[src/sstk_pkg.sv]
`default_nettype none

package sstk_pkg;

    // Stack geometry
    localparam int DEPTH    = 8;
    localparam int AW       = (DEPTH > 1) ? $clog2(DEPTH) : 1;
    localparam int CW       = $clog2(DEPTH + 1);
    localparam int WORD_W   = 32;
    localparam int RESULT_W = 35;
    localparam int CMD_W    = 3;
    localparam int STATUS_W = 2;

    typedef logic [AW-1:0]              t_addr;
    typedef logic [CW-1:0]              t_fill;
    typedef logic signed [WORD_W-1:0]   t_word;
    typedef logic signed [RESULT_W-1:0] t_result;
    typedef logic [CMD_W-1:0]           t_cmd;
    typedef logic [STATUS_W-1:0]        t_status;

    // Command codes
    localparam t_cmd CMD_PUSH = 3'd0;
    localparam t_cmd CMD_POP  = 3'd1;
    localparam t_cmd CMD_PEEK = 3'd2;
    localparam t_cmd CMD_SUM  = 3'd3;
    localparam t_cmd CMD_MIN  = 3'd4;
    localparam t_cmd CMD_MAX  = 3'd5;

    // Status codes
    localparam t_status ST_OK    = 2'd0;
    localparam t_status ST_OVER  = 2'd1;
    localparam t_status ST_EMPTY = 2'd2;

    // Output register source select
    typedef logic [1:0] t_osel;
    localparam t_osel OSEL_ZERO  = 2'd0;
    localparam t_osel OSEL_NEG1  = 2'd1;
    localparam t_osel OSEL_RDATA = 2'd2;
    localparam t_osel OSEL_ACC   = 2'd3;

    // Controller to datapath commands
    typedef struct packed {
        logic    ram_we;
        t_addr   ram_addr;
        logic    acc_en;
        logic    acc_first;
        t_cmd    op;
        logic    out_load;
        t_osel   out_sel;
        t_status out_status;
    } t_dp_cmd;

    // Datapath to controller status
    typedef struct packed {
        logic out_valid;
    } t_dp_stat;

endpackage

`default_nettype wire

[src/sstk_ram.sv]
`default_nettype none

// Single-port RAM, registered read
module sstk_ram #(
    parameter int WIDTH = 32,
    parameter int DEPTH = 8
) (
    input  wire logic                                    i_clk,
    input  wire logic                                    i_we,
    input  wire logic [((DEPTH > 1) ? $clog2(DEPTH) : 1)-1:0] i_addr,
    input  wire logic [WIDTH-1:0]                        i_wdata,
    output logic      [WIDTH-1:0]                        o_rdata
);

    logic [WIDTH-1:0] r_mem [DEPTH];
    logic [WIDTH-1:0] r_rdata;

    always_ff @(posedge i_clk) begin
        if (i_we) begin
            r_mem[i_addr] <= i_wdata;
        end
        r_rdata <= r_mem[i_addr];
    end

    assign o_rdata = r_rdata;

endmodule

`default_nettype wire

[src/sstk_ctrl.sv]
`default_nettype none

module sstk_ctrl import sstk_pkg::*; (
    input  wire logic     i_clk,
    input  wire logic     i_rst_n,
    input  wire logic     i_in_valid,
    input  wire t_cmd     i_command,
    input  wire logic     i_out_stall,
    input  wire t_dp_stat i_stat,
    output logic          o_in_stall,
    output t_dp_cmd       o_cmd
);

    localparam logic [1:0] S_IDLE = 2'd0;
    localparam logic [1:0] S_READ = 2'd1;
    localparam logic [1:0] S_SCAN = 2'd2;

    logic [1:0] r_state, n_state;
    t_fill      r_fill,  n_fill;
    t_addr      r_idx,   n_idx;
    t_cmd       r_op,    n_op;

    logic    stall;
    logic    accept;
    logic    empty;
    logic    full;
    logic    last;
    t_fill   fill_m1;
    t_dp_cmd cmd;

    // Handshake and fill flags
    assign stall   = (r_state != S_IDLE) || (i_stat.out_valid && i_out_stall);
    assign accept  = i_in_valid && !stall;
    assign empty   = (r_fill == '0);
    assign full    = (r_fill == CW'(DEPTH));
    assign fill_m1 = r_fill - CW'(1);
    assign last    = (CW'(r_idx) == fill_m1);

    // Next state and datapath commands
    always_comb begin
        n_state        = r_state;
        n_fill         = r_fill;
        n_idx          = r_idx;
        n_op           = r_op;
        cmd            = '0;
        cmd.op         = r_op;
        cmd.out_sel    = OSEL_ZERO;
        cmd.out_status = ST_OK;
        case (r_state)
            S_IDLE: begin
                if (accept) begin
                    case (i_command)
                        CMD_PUSH: begin
                            cmd.out_load = 1'b1;
                            if (full) begin
                                cmd.out_status = ST_OVER;
                            end else begin
                                cmd.ram_we   = 1'b1;
                                cmd.ram_addr = r_fill[AW-1:0];
                                n_fill       = r_fill + CW'(1);
                            end
                        end
                        CMD_POP: begin
                            if (empty) begin
                                cmd.out_load   = 1'b1;
                                cmd.out_status = ST_EMPTY;
                            end else begin
                                cmd.ram_addr = fill_m1[AW-1:0];
                                n_fill       = fill_m1;
                                n_state      = S_READ;
                            end
                        end
                        CMD_PEEK: begin
                            if (empty) begin
                                cmd.out_load   = 1'b1;
                                cmd.out_sel    = OSEL_NEG1;
                                cmd.out_status = ST_EMPTY;
                            end else begin
                                cmd.ram_addr = fill_m1[AW-1:0];
                                n_state      = S_READ;
                            end
                        end
                        CMD_SUM, CMD_MIN, CMD_MAX: begin
                            if (empty) begin
                                cmd.out_load   = 1'b1;
                                cmd.out_status = ST_EMPTY;
                            end else begin
                                cmd.ram_addr = '0;
                                n_idx        = '0;
                                n_op         = i_command;
                                n_state      = S_SCAN;
                            end
                        end
                        default: begin
                            cmd.out_load = 1'b1;
                        end
                    endcase
                end
            end
            S_READ: begin
                // top entry is on the RAM output
                cmd.out_load = 1'b1;
                cmd.out_sel  = OSEL_RDATA;
                n_state      = S_IDLE;
            end
            S_SCAN: begin
                // one entry per cycle, next address issued ahead
                cmd.acc_en    = 1'b1;
                cmd.acc_first = (r_idx == '0);
                cmd.ram_addr  = r_idx + AW'(1);
                if (last) begin
                    cmd.out_load = 1'b1;
                    cmd.out_sel  = OSEL_ACC;
                    n_state      = S_IDLE;
                end else begin
                    n_idx = r_idx + AW'(1);
                end
            end
            default: begin
                n_state = S_IDLE;
            end
        endcase
    end

    // Control registers
    always_ff @(posedge i_clk) begin
        if (!i_rst_n) begin
            r_state <= S_IDLE;
            r_fill  <= '0;
            r_idx   <= '0;
            r_op    <= CMD_SUM;
        end else begin
            r_state <= n_state;
            r_fill  <= n_fill;
            r_idx   <= n_idx;
            r_op    <= n_op;
        end
    end

    assign o_in_stall = stall;
    assign o_cmd      = cmd;

endmodule

`default_nettype wire

[src/sstk_dp.sv]
`default_nettype none

module sstk_dp import sstk_pkg::*; (
    input  wire logic    i_clk,
    input  wire logic    i_rst_n,
    input  wire t_dp_cmd i_cmd,
    input  wire t_word   i_value,
    input  wire logic    i_out_stall,
    output t_dp_stat     o_stat,
    output logic         o_out_valid,
    output t_result      o_result,
    output t_status      o_status
);

    logic [WORD_W-1:0] rdata_raw;
    t_word             rdata;
    t_result           ext;
    t_result           r_acc, n_acc;
    t_result           r_result, n_result;
    t_status           r_status;
    logic              r_out_valid;

    // Entry storage
    sstk_ram #(
        .WIDTH (WORD_W),
        .DEPTH (DEPTH)
    ) u_ram (
        .i_clk   (i_clk),
        .i_we    (i_cmd.ram_we),
        .i_addr  (i_cmd.ram_addr),
        .i_wdata (i_value),
        .o_rdata (rdata_raw)
    );

    assign rdata = t_word'(rdata_raw);
    assign ext   = RESULT_W'(rdata);

    // Accumulate: sum wraps at result width, min/max by signed compare
    always_comb begin
        if (i_cmd.acc_first) begin
            n_acc = ext;
        end else begin
            case (i_cmd.op)
                CMD_MIN: n_acc = (ext < r_acc) ? ext : r_acc;
                CMD_MAX: n_acc = (ext > r_acc) ? ext : r_acc;
                default: n_acc = r_acc + ext;
            endcase
        end
    end

    // Result source
    always_comb begin
        case (i_cmd.out_sel)
            OSEL_NEG1:  n_result = t_result'(-1);
            OSEL_RDATA: n_result = ext;
            OSEL_ACC:   n_result = n_acc;
            default:    n_result = '0;
        endcase
    end

    always_ff @(posedge i_clk) begin
        if (i_cmd.acc_en) begin
            r_acc <= n_acc;
        end
        if (i_cmd.out_load) begin
            r_result <= n_result;
            r_status <= i_cmd.out_status;
        end
    end

    // Output beat valid
    always_ff @(posedge i_clk) begin
        if (!i_rst_n) begin
            r_out_valid <= 1'b0;
        end else if (i_cmd.out_load) begin
            r_out_valid <= 1'b1;
        end else if (!i_out_stall) begin
            r_out_valid <= 1'b0;
        end
    end

    assign o_stat.out_valid = r_out_valid;
    assign o_out_valid      = r_out_valid;
    assign o_result         = r_result;
    assign o_status         = r_status;

endmodule

`default_nettype wire

[src/stack_with_sum_min_max_core.sv]
// Push, unused codes and empty-stack commands load the output register on accept;
// pop and peek go through the registered RAM read first; sum, min and max scan every entry.
// Throughput: one command in flight; the next beat is accepted once the result is in
// the output register and not stalled; a scan reads one entry per cycle on the RAM port.
// Reset (synchronous, active low) empties the stack and drops any pending result;
// entry RAM is not cleared.
`default_nettype none

module stack_with_sum_min_max_core import sstk_pkg::*; (
    input  wire logic i_clk,
    input  wire logic i_rst_n,
    input  wire logic i_in_valid,
    output logic      o_in_stall,
    input  wire t_cmd i_command,
    input  wire t_word i_value,
    output logic      o_out_valid,
    input  wire logic i_out_stall,
    output t_result   o_result,
    output t_status   o_status
);

    t_dp_cmd  dp_cmd;
    t_dp_stat dp_stat;

    // Sequencer
    sstk_ctrl u_ctrl (
        .i_clk       (i_clk),
        .i_rst_n     (i_rst_n),
        .i_in_valid  (i_in_valid),
        .i_command   (i_command),
        .i_out_stall (i_out_stall),
        .i_stat      (dp_stat),
        .o_in_stall  (o_in_stall),
        .o_cmd       (dp_cmd)
    );

    // Storage, accumulator and output register
    sstk_dp u_dp (
        .i_clk       (i_clk),
        .i_rst_n     (i_rst_n),
        .i_cmd       (dp_cmd),
        .i_value     (i_value),
        .i_out_stall (i_out_stall),
        .o_stat      (dp_stat),
        .o_out_valid (o_out_valid),
        .o_result    (o_result),
        .o_status    (o_status)
    );

endmodule

`default_nettype wire

[config.mk]
export PLATFORM = sky130hd
export DESIGN_NAME = stack_with_sum_min_max_core
export DESIGN_NICKNAME = d
export VERILOG_FILES = /design/src/sstk_pkg.sv /design/src/sstk_ram.sv /design/src/sstk_ctrl.sv /design/src/sstk_dp.sv /design/src/stack_with_sum_min_max_core.sv
export SDC_FILE = /design/constraint.sdc
export NUM_CORES = 1
export LEC_CHECK = 0
export BUFFER_PORTS_ARGS = -buffer_cell sky130_fd_sc_hd__buf_2
export CAP_MARGIN = 10
export CORE_ASPECT_RATIO = 0.8
export CORE_MARGIN = 1
export CORE_UTILIZATION = 35
export DETAILED_ROUTE_END_ITERATION = 8
export PLACE_DENSITY = 0.58
export SLEW_MARGIN = 25
export SYNTH_ARGS = -nofsm -noshare
export SYNTH_HDL_FRONTEND = slang
export SYNTH_SLANG_ARGS = --single-unit
export TNS_END_PERCENT = 50
[constraint.sdc]
create_clock -name i_clk -period 15.2 [get_ports i_clk]
set_clock_uncertainty 0.1 [all_clocks]
set_input_delay 3.04 -clock i_clk [delete_from_list [all_inputs] [get_ports i_clk]]
set_output_delay 3.04 -clock i_clk [all_outputs]
set_load 0.02 [all_outputs]
==> run metrics, run 1 <==
run status completed; post-synthesis sequential area ratio 59.0%; Final min period 6570 ps; vias in the first global route 12800; CTS tree done; Worst-path clk slew 60 ps; min-delay src u_ctrl.r_op[2]$_SDFFE_PN0P_; routability cong. 0.923; Die Y 206 um; max-cap violations 0; Sink Count 373; critical-path cell list buf_2, nand2_1, nand2_1, buf_2; Sequential Area 10800 um2; predominant post-synthesis flop cell edfxtp_1; clk buf depth 3; Setup-failing EPs final 0; hold buffers post-CTS 0; WL final 48.6 mm; ratio of final minimum period to clock period 43.2%; Slew Viols, Final 0; Rows 74; post-CTS sizing 0; final setup TNS 0 ps; Syn Area/Cell 10.6 um2; Syn Nets 1825; nets 1879; Cell Count Post-Placement 2406; Warnings, synthesis 0; Starting Density 35.6%; CP max FO 3; die width 257 um; Static Leakage 7.77 nW; most frequent cell after synthesis nand2_1; Synth Instances 1712; worst min-delay path class reg2reg; Synth top area share 54.0%; CP top delay family buffers and inverters; count of input and output buffers 77; drt pass-1 iters 6; setup ws final 8630 ps; pwr dens 115 nW/um2; most frequent cells after synthesis 339 x nand2_1, 328 x edfxtp_1, 173 x nand3_1; vias 13400; flops & latches, synth 373; Async SR Flop Fraction 0%; CP Data Required Time 12060 ps; clock latency on the worst-skew pair 570 ps; Critical-path top delay cell buf_2; largest net degree at the start of global routing 74; CP startpoint kind input pin; clock buffer count from CTS 40; synth top area cells edfxtp_1 54%, nand2_1 7.0%, ha_1 5.0%; WP buf/inv 2; Antenna Nets Post-Route 0; Non-Filler Instances 2481; WHS 386 ps; Core Util, Final 40.9%; die footprint 53000 um2; drt wl/cell 19.6 um; Arr. time, crit path 3430 ps; Reg-to-Reg Start u_dp.u_ram.o_rdata[31]$_DFF_P_; FMAX 152 MHz; drt initial violations 1181; Worst Setup SP i_out_stall; initial antenna violation count 2; CTS Root Cell clkbuf_16; VDD IR-drop max 0.0678 mV; worst stage delay on the critical path 160 ps; Slew headroom 31.1%; total gr overflow 0; Setup CP Type in2out; post-route DRC violation count 0; mapped cell area 18200 um2; vias per inst 5.39; Netlist cell types 71; share of post-route cells with drive strength above 1 11.4%; Post-synth EDFFs 328; H-tree Lvls 2; # fillers 4873; Overall Global Routing Usage 18.1%; RSZ-0062 raised after global routing no; endpoints failing hold 0; Crit. End Element primary output; Multi-input gate area 6950 um2; pre-CTS setup slack 8420 ps; Slew @ Worst Pin 1030 ps; Ports 78; Yosys top cell by area edfxtp_1; global-route wire length before repair 75.0 mm; Area growth syn-to-layout 14.8%; post-CTS setup buffers 0; CORE AREA 51200 um2; post-DP HPWL 30.7 mm
metrics by stage:
stage / instance area (um2) / power [mW]
finish: 20900 / 2.41
global route: 20900 / 2.50
CTS: 20900 / 2.43
detailed placement: 19500 / 1.40
global placement: 19400 / 1.40
floorplan: 18200 / 1.33
layer usage:
layer	track usage, %	part of all wire, %	vias up
li1	-	-	6351
met1	26.3	47	6509
met2	28.1	44	448
met3	2.88	6.7	69
met4	4.89	1.9	2
met5	0	0.027	-
worst paths after layout:
path / to / slack, ps / cells after the start
worst min-delay path: u_ctrl.r_op[2]$_SDFFE_PN0P_ / 390 / 2
worst max-delay path: o_in_stall / 8630 / 4
worst min register to register: u_ctrl.r_op[2]$_SDFFE_PN0P_ / 390 / 2
worst max register to register: u_dp.o_result[22]$_DFFE_PP_ / 9750 / 11
layout make-up:
class / instances / share of cell area, %
Tap cell: 684 / 4.09
Timing Repair Buffer: 104 / 3.04
Clock buffer: 53 / 5.56
Sequential cell: 373 / 51.4
Clock inverter: 19 / 1.21
Antenna cell: 1 / 0.0120
Multi-Input combinational cell: 1163 / 33.2
Inverter: 84 / 1.51
worst register-to-register path: stages (launching register included):
cell and delay, ps:
dfxtp_1 630, ha_1 470, nand4_1 270, nor4_2 590, nand3_1 230, o211ai_1 310, o211ai_1 150, nand2_1 390
a21o_1 810, a21o_1 840, a21oi_1 150, o21ai_0 240
cell usage in the layout, fill, tap and decap left out, drive strengths merged, types with 9 or more instances in the layout:
cell type  Yosys  layout
nand2        339     339
edfxtp       328     328
nand3        173     173
buf           11     104
o21ai         94      94
a21oi         92      92
inv           83      85
ha            73      73
nor2          72      72
clkbuf        81      53
dfxtp         45      45
xnor2         32      32
nor3          26      26
nand2b        20      20
nor4          18      18
mux2i         17      17
a221o         17      17
o31ai         15      15
a211oi        12      12
a21o          12      12
o221ai        12      12
clkinv         1      12
a22o          11      11
a222oi        10      10
a31oi          9       9
cells by family after synthesis:
| group | synth area share, % |
|---|---|
| AND/OR/NAND/NOR | 16.7 |
| flip-flops | 59.0 |
| AO/OA/AOI/OAI | 12.7 |
| buffers and inverters | 3.69 |
| adder cells (fa/ha/maj) | 5.12 |
| XOR/XNOR | 1.78 |
| multiplexers | 1.06 |
state kept, by name, indices dropped and copies added, names as in the netlist, 2 cells and up:
name / count
u_dp.r_acc: 35
u_dp.u_ram.r_mem: 256
u_ctrl.r_fill: 4
u_dp.u_ram.o_rdata: 32
u_ctrl.r_idx: 3
u_ctrl.r_op: 3
u_dp.o_result: 35
u_dp.o_status: 2
u_ctrl.r_state: 2
power by group:
part / switching (mW) / internal (mW) / total [mW] / leakage (nW)
sequential: 0.0175 / 1.14 / 1.16 / 3.37
clock: 0.415 / 0.613 / 1.03 / 0.689
combinational: 0.145 / 0.0785 / 0.224 / 3.71
total: 0.577 / 1.83 / 2.41 / 7.77
No activity file was read; power rests on OpenSTA's default activity.
==> run 2, diff against run 1 <==
--- a/config.mk
+++ b/config.mk
@@ -11,7 +11,7 @@
 export CORE_MARGIN = 1
 export CORE_UTILIZATION = 35
 export DETAILED_ROUTE_END_ITERATION = 8
-export PLACE_DENSITY = 0.58
+export PLACE_DENSITY = 0.6
 export SLEW_MARGIN = 25
 export SYNTH_ARGS = -nofsm -noshare
 export SYNTH_HDL_FRONTEND = slang
==> constraint.sdc (replaced) <==
create_clock -name i_clk -period 5.63 [get_ports i_clk]
set_clock_uncertainty 0.1 [all_clocks]
set_input_delay 1.126 -clock i_clk [delete_from_list [all_inputs] [get_ports i_clk]]
set_output_delay 1.126 -clock i_clk [all_outputs]
set_load 0.02 [all_outputs]
==> run metrics, run 2 (synthesized netlist as in run 1, its figures left out) <==
run status completed (unchanged); Reg-to-Reg Start u_dp.u_ram.o_rdata[31]$_DFF_P_ (unchanged); Highest Signal Layer met5 (unchanged); clock latency on the worst-skew pair 560 ps (was 570 ps); Setup CP Type reg2reg (was in2out); Slew @ Worst Pin 1100 ps (was 1030 ps); Arr. time, crit path 4960 ps (was 3430 ps); Die Y 206 um (unchanged); critical-path cell list ha_1, nand4_1, nor4_2, nand3_1, o211ai_1, o211ai_1, nand2_1, a21o_1, buf_4, a21o_1, buf_4, a21oi_1, o21ai_0 (was buf_2, nand2_1, nand2_1, buf_2); post-CTS setup buffers 0 (unchanged); drt wl/cell 20.1 um (was 19.6 um); wl on met1 23.6 mm (was 23.0 mm); Non-Filler Instances 2484 (was 2481); total gr overflow 0 (unchanged); endpoints failing hold 0 (unchanged); global-route wire length before repair 76.3 mm (was 75.0 mm); most common cell after layout, fill and taps aside nand2_1 (unchanged); Worst Setup SP u_dp.u_ram.o_rdata[31]$_DFF_P_ (was i_out_stall); Worst-path clk slew 60 ps (about the same); Final Cell Area 20800 um2 (was 20900 um2); Rows 74 (unchanged); share of post-route cells with drive strength above 1 11.3% (was 11.4%); Starting Density 35.6% (unchanged); Cell Count Post-Placement 2414 (was 2406); count of input and output buffers 77 (unchanged); die footprint 53000 um2 (unchanged); initial antenna violation count 5 (was 2); Final Power 6.24 mW (was 2.41 mW); ratio of final minimum period to clock period 83.4%; Sink Count 373 (unchanged); commonest non-fill, non-tap cells in the layout 339 x nand2_1, 328 x edfxtp_1, 173 x nand3_1, 90 x a21oi_1, 90 x o21ai_0 (was 339 x nand2_1, 328 x edfxtp_1, 173 x nand3_1, 91 x o21ai_0, 90 x a21oi_1); CTS tree done (unchanged); CORE AREA 51200 um2 (unchanged); # fillers 4896 (was 4873); die width 257 um (unchanged); WL met2 21.7 mm (was 21.4 mm); Slew Viols, Final 0 (unchanged); worst stage delay on the critical path 580 ps (was 160 ps); CTS Root Cell clkbuf_16 (unchanged); metal3 WL 3.43 mm (was 3.28 mm); post-CTS sizing 0 (unchanged); hold buffers post-CTS 0 (unchanged); CP max FO 22 (was 3); Multi-input gate area 6950 um2 (about the same); post-DP HPWL 32.6 mm (was 30.7 mm); R2R Setup Slk 940 ps (was 9750 ps); WHS 395 ps (was 386 ps); routability cong. 0.964 (was 0.923); Area growth syn-to-layout 14.0% (was 14.8%); Critical-path top delay cell ha_1 (was buf_2); Reg with most FFs u_dp.u_ram.r_mem (unchanged); FF-to-FF path depth 13 (was 11); drt pass-1 iters 7 (was 6); Ports 78 (unchanged); Reg-to-Reg End u_dp.o_result[2]$_DFFE_PP_ (was u_dp.o_result[22]$_DFFE_PP_); vias 13400 (about the same); Sequential Area 10800 um2 (unchanged); Setup-failing EPs final 0 (unchanged); post-route DRC violation count 0 (unchanged); max reg flops 256 (unchanged); H-tree Lvls 2 (unchanged); Final min period 4690 ps; Post-Place Cell Area 19500 um2 (about the same); FMAX 213 MHz; Static Leakage 7.71 nW (was 7.77 nW); worst min-delay path class reg2reg (unchanged); VDD IR-drop max 0.238 mV (was 0.0678 mV); WL final 49.8 mm (was 48.6 mm); Overall Global Routing Usage 18.6% (was 18.1%); largest net degree at the start of global routing 77 (was 74); clk buf depth 3 (unchanged); vias per inst 5.40 (was 5.39); Core Util, Final 40.6% (was 40.9%); CP Data Required Time 5900 ps (was 12060 ps); clock buffer count from CTS 39 (was 40); Slew headroom 25.9% (was 31.1%); RSZ-0062 raised after global routing no (unchanged); nets 1884 (was 1879); Antenna Nets Post-Route 0 (unchanged); CP startpoint kind flip-flop (was input pin); max-cap violations 0 (unchanged); vias in the first global route 12900 (was 12800); end of the critical path u_dp.o_result[2]$_DFFE_PP_ (was o_in_stall); Crit. End Element flip-flop (was primary output); pwr dens 301 nW/um2 (was 115 nW/um2); drt initial violations 1275 (was 1181)
==> run 2: final cells by class <==
class,count,area share (%)
sequential,373,51.7
timing repair buffer,110,3.23
inverter,84,1.52
tap,684,4.12
antenna,1,0.0120
clock inverter,20,0.777
clock buffer,49,5.13
multi-input combinational,1163,33.5
==> run 2: metrics by stage <==
stage	setup slack, ps	TNS (ps)
floorplan	-507	-16220
global placement	960	0
detailed placement	962	0
CTS	951	0
global route	599	0
finish	937	0
==> run 2: worst min-delay path by stage <==
stage	startpoint	to	slack [ps]	depth (start not counted)
5_1_grt	u_ctrl.r_op[2]$_SDFFE_PN0P_	u_ctrl.r_op[2]$_SDFFE_PN0P_	430	2
6_report	u_ctrl.r_op[2]$_SDFFE_PN0P_	u_ctrl.r_op[2]$_SDFFE_PN0P_	400	2
4_1_cts	u_ctrl.r_op[2]$_SDFFE_PN0P_	u_ctrl.r_op[2]$_SDFFE_PN0P_	400	2
3_5_place_dp	u_ctrl.r_op[2]$_SDFFE_PN0P_	u_ctrl.r_op[2]$_SDFFE_PN0P_	390	2
3_3_place_gp	u_ctrl.r_op[2]$_SDFFE_PN0P_	u_ctrl.r_op[2]$_SDFFE_PN0P_	380	2
2_1_floorplan	u_ctrl.r_op[2]$_SDFFE_PN0P_	u_ctrl.r_op[2]$_SDFFE_PN0P_	360	2
==> run 2: routing by layer <==
metal / vias up / GRT usage (%)
met5: - / 0
li1: 6382 / -
met1: 6541 / 27.0
met4: 6 / 4.44
met2: 416 / 28.4
met3: 80 / 3.79
==> run 2: power by group <==
| group | leakage [nW] | switching, mW | internal, mW |
|---|---|---|---|
| Combinational | 3.74 | 0.406 | 0.213 |
| Sequential | 3.37 | 0.0432 | 3.08 |
| Clock | 0.605 | 1.10 | 1.40 |
| Total | 7.71 | 1.55 | 4.69 |
==> run 2: worst max-delay path, delay by kind of cell, from the launching register on <==
| kind | cells | cell delay (ps) |
|---|---|---|
| DFF | 1 | 440 |
| and+or+nand+nor | 4 | 1370 |
| AOI/OAI and AO/OA | 6 | 1370 |
| adders and majority gates | 1 | 580 |
| buffers and inverters | 2 | 620 |
==> run 3, diff against run 2 <==
--- a/config.mk
+++ b/config.mk
@@ -11,7 +11,7 @@
 export CORE_MARGIN = 1
 export CORE_UTILIZATION = 35
 export DETAILED_ROUTE_END_ITERATION = 8
-export PLACE_DENSITY = 0.6
+export PLACE_DENSITY = 0.58
 export SLEW_MARGIN = 25
 export SYNTH_ARGS = -nofsm -noshare
 export SYNTH_HDL_FRONTEND = slang
==> constraint.sdc (replaced) <==
create_clock -name i_clk -period 4.5 [get_ports i_clk]
set_clock_uncertainty 0.1 [all_clocks]
set_input_delay 0.9 -clock i_clk [delete_from_list [all_inputs] [get_ports i_clk]]
set_output_delay 0.9 -clock i_clk [all_outputs]
set_load 0.02 [all_outputs]
==> run metrics, run 3 (synthesized netlist as in run 1, its figures left out) <==
run status completed (unchanged); worst min-delay path class reg2reg (unchanged); CTS Root Cell clkbuf_16 (unchanged); die width 257 um (unchanged); vias 13400 (about the same); Area growth syn-to-layout 15.6% (was 14.0%); Final Cell Area 21100 um2 (was 20800 um2); Post-Place Cell Area 19700 um2 (was 19500 um2); die footprint 53000 um2 (unchanged); H-tree Lvls 2 (unchanged); setup ws final 273 ps (was 937 ps); routability cong. 0.896 (was 0.964); pre-CTS setup slack 245 ps (was 962 ps); post-CTS sizing 0 (unchanged); drt pass-1 iters 6 (was 7); endpoints failing hold 0 (unchanged); FMAX 237 MHz (was 213 MHz); CP startpoint kind flip-flop (unchanged); clk buf depth 3 (unchanged); Setup CP Type reg2reg (unchanged); CP max FO 12 (was 22); Slew Viols, Final 0 (unchanged); RSZ-0062 raised after global routing no (unchanged); initial antenna violation count 8 (was 5); Clock power frac 41.7% (was 40.1%); clock buffer count from CTS 39 (unchanged); max reg flops 256 (unchanged); combinational share of power 9.7% (was 9.9%); Core Util, Final 41.2% (was 40.6%); Worst-path clk slew 60 ps (about the same); Sequential Power Share 48.7% (was 50.0%); Antenna Nets Post-Route 0 (unchanged); Reg with most FFs u_dp.u_ram.r_mem (unchanged); WHS 392 ps (was 395 ps); nets 1904 (was 1884); CORE AREA 51200 um2 (unchanged); drt initial violations 1194 (was 1275); vias in the first global route 12800 (was 12900); Sink Count 373 (unchanged); Setup-failing EPs final 0 (unchanged); vias per inst 5.34 (was 5.40); count of input and output buffers 77 (unchanged); clock latency on the worst-skew pair 570 ps (was 560 ps); CP Data Required Time 4690 ps (was 5900 ps); share of post-route cells with drive strength above 1 12.6% (was 11.3%); ratio of final minimum period to clock period 93.9% (was 83.4%); CTS tree done (unchanged); Arr. time, crit path 4410 ps (was 4960 ps); Worst Setup SP u_dp.u_ram.o_rdata[31]$_DFF_P_ (unchanged); Ports 78 (unchanged); drt wl/cell 20.1 um (about the same); Final min period 4230 ps (was 4690 ps); VDD IR-drop max 0.306 mV (was 0.238 mV); post-route DRC violation count 0 (unchanged); global-route wire length before repair 77.6 mm (was 76.3 mm); most common cell after layout, fill and taps aside nand2_1 (unchanged); Slew @ Worst Pin 955 ps (was 1100 ps); post-DP HPWL 32.6 mm (about the same); Static Leakage 7.87 nW (was 7.71 nW); min-delay src u_ctrl.r_op[2]$_SDFFE_PN0P_ (unchanged); Crit. End Element flip-flop (unchanged); post-CTS setup buffers 0 (unchanged); hold buffers post-CTS 0 (unchanged); Reg-to-Reg Start u_dp.u_ram.o_rdata[31]$_DFF_P_ (unchanged); max-cap violations 0 (unchanged); pwr dens 381 nW/um2 (was 301 nW/um2); switching pwr 1.96 mW (was 1.55 mW); Starting Density 35.6% (unchanged); commonest non-fill, non-tap cells in the layout 339 x nand2_1, 328 x edfxtp_1, 173 x nand3_1, 91 x o21ai_0, 90 x a21oi_1 (was 339 x nand2_1, 328 x edfxtp_1, 173 x nand3_1, 90 x a21oi_1, 90 x o21ai_0); WL final 50.3 mm (was 49.8 mm); largest net degree at the start of global routing 86 (was 77); switch share 24.4% (was 24.9%); Overall Global Routing Usage 19.1% (was 18.6%); Pint 6.07 mW (was 4.69 mW); total gr overflow 0 (unchanged); Slew headroom 36.2% (was 25.9%); Die Y 206 um (unchanged); Rows 74 (unchanged)
==> run 3: final cells by class <==
cell class / instances / area (um2)
flip-flops and latches: 373 / 10800
well taps: 684 / 856
repair buffers: 130 / 833
clock buffers: 53 / 1090
clock inverters: 19 / 243
fillers: 4828 / 30100
inverters: 84 / 315
diodes: 3 / 7.51
multi-input cells: 1163 / 6980
==> run 3: critical path, cell delays in order, from the launching register on <==
cell      delay, ps
dfxtp_1         580
ha_1            420
nand4_1         260
nor4_4          110
a211oi_1        460
o211ai_1        240
nor3_1          410
nor3_1          150
a21oi_2         420
mux2_2          410
a221oi_1        280
o31ai_1         110
==> run 3: routing by layer <==
| metal | track usage (%) | wire [um] |
|---|---|---|
| met1 | 28.3 | 24000 |
| met5 | 0 | 23 |
| met4 | 4.32 | 724 |
| met2 | 29.1 | 22000 |
| met3 | 3.05 | 3560 |
==> run 3: worst paths after layout <==
kind	end	slack, ps	cells after the start
setup / recovery	u_dp.o_result[23]$_DFFE_PP_	270	11
hold / removal	u_ctrl.r_op[2]$_SDFFE_PN0P_	390	2
setup reg to reg	u_dp.o_result[23]$_DFFE_PP_	270	11
hold reg to reg	u_ctrl.r_op[2]$_SDFFE_PN0P_	390	2
==> run 3: per-stage QoR <==
stage	std cells	setup TNS (ps)	total power, mW
2_1_floorplan	1712	-62480	4.48
3_3_place_gp	2434	0	4.74
3_5_place_dp	2434	0	4.75
4_1_cts	2506	0	8.11
5_1_grt	2507	0	8.31
6_report	2509	0	8.03
==> run 3: power groups by stage <==
stage,clock network (mW),logic [mW],registers [mW]
floorplan,0,0.477,4.00
global placement,0,0.763,3.98
detailed placement,0,0.773,3.98
CTS,3.42,0.775,3.91
global route,3.54,0.858,3.91
finish,3.35,0.778,3.91
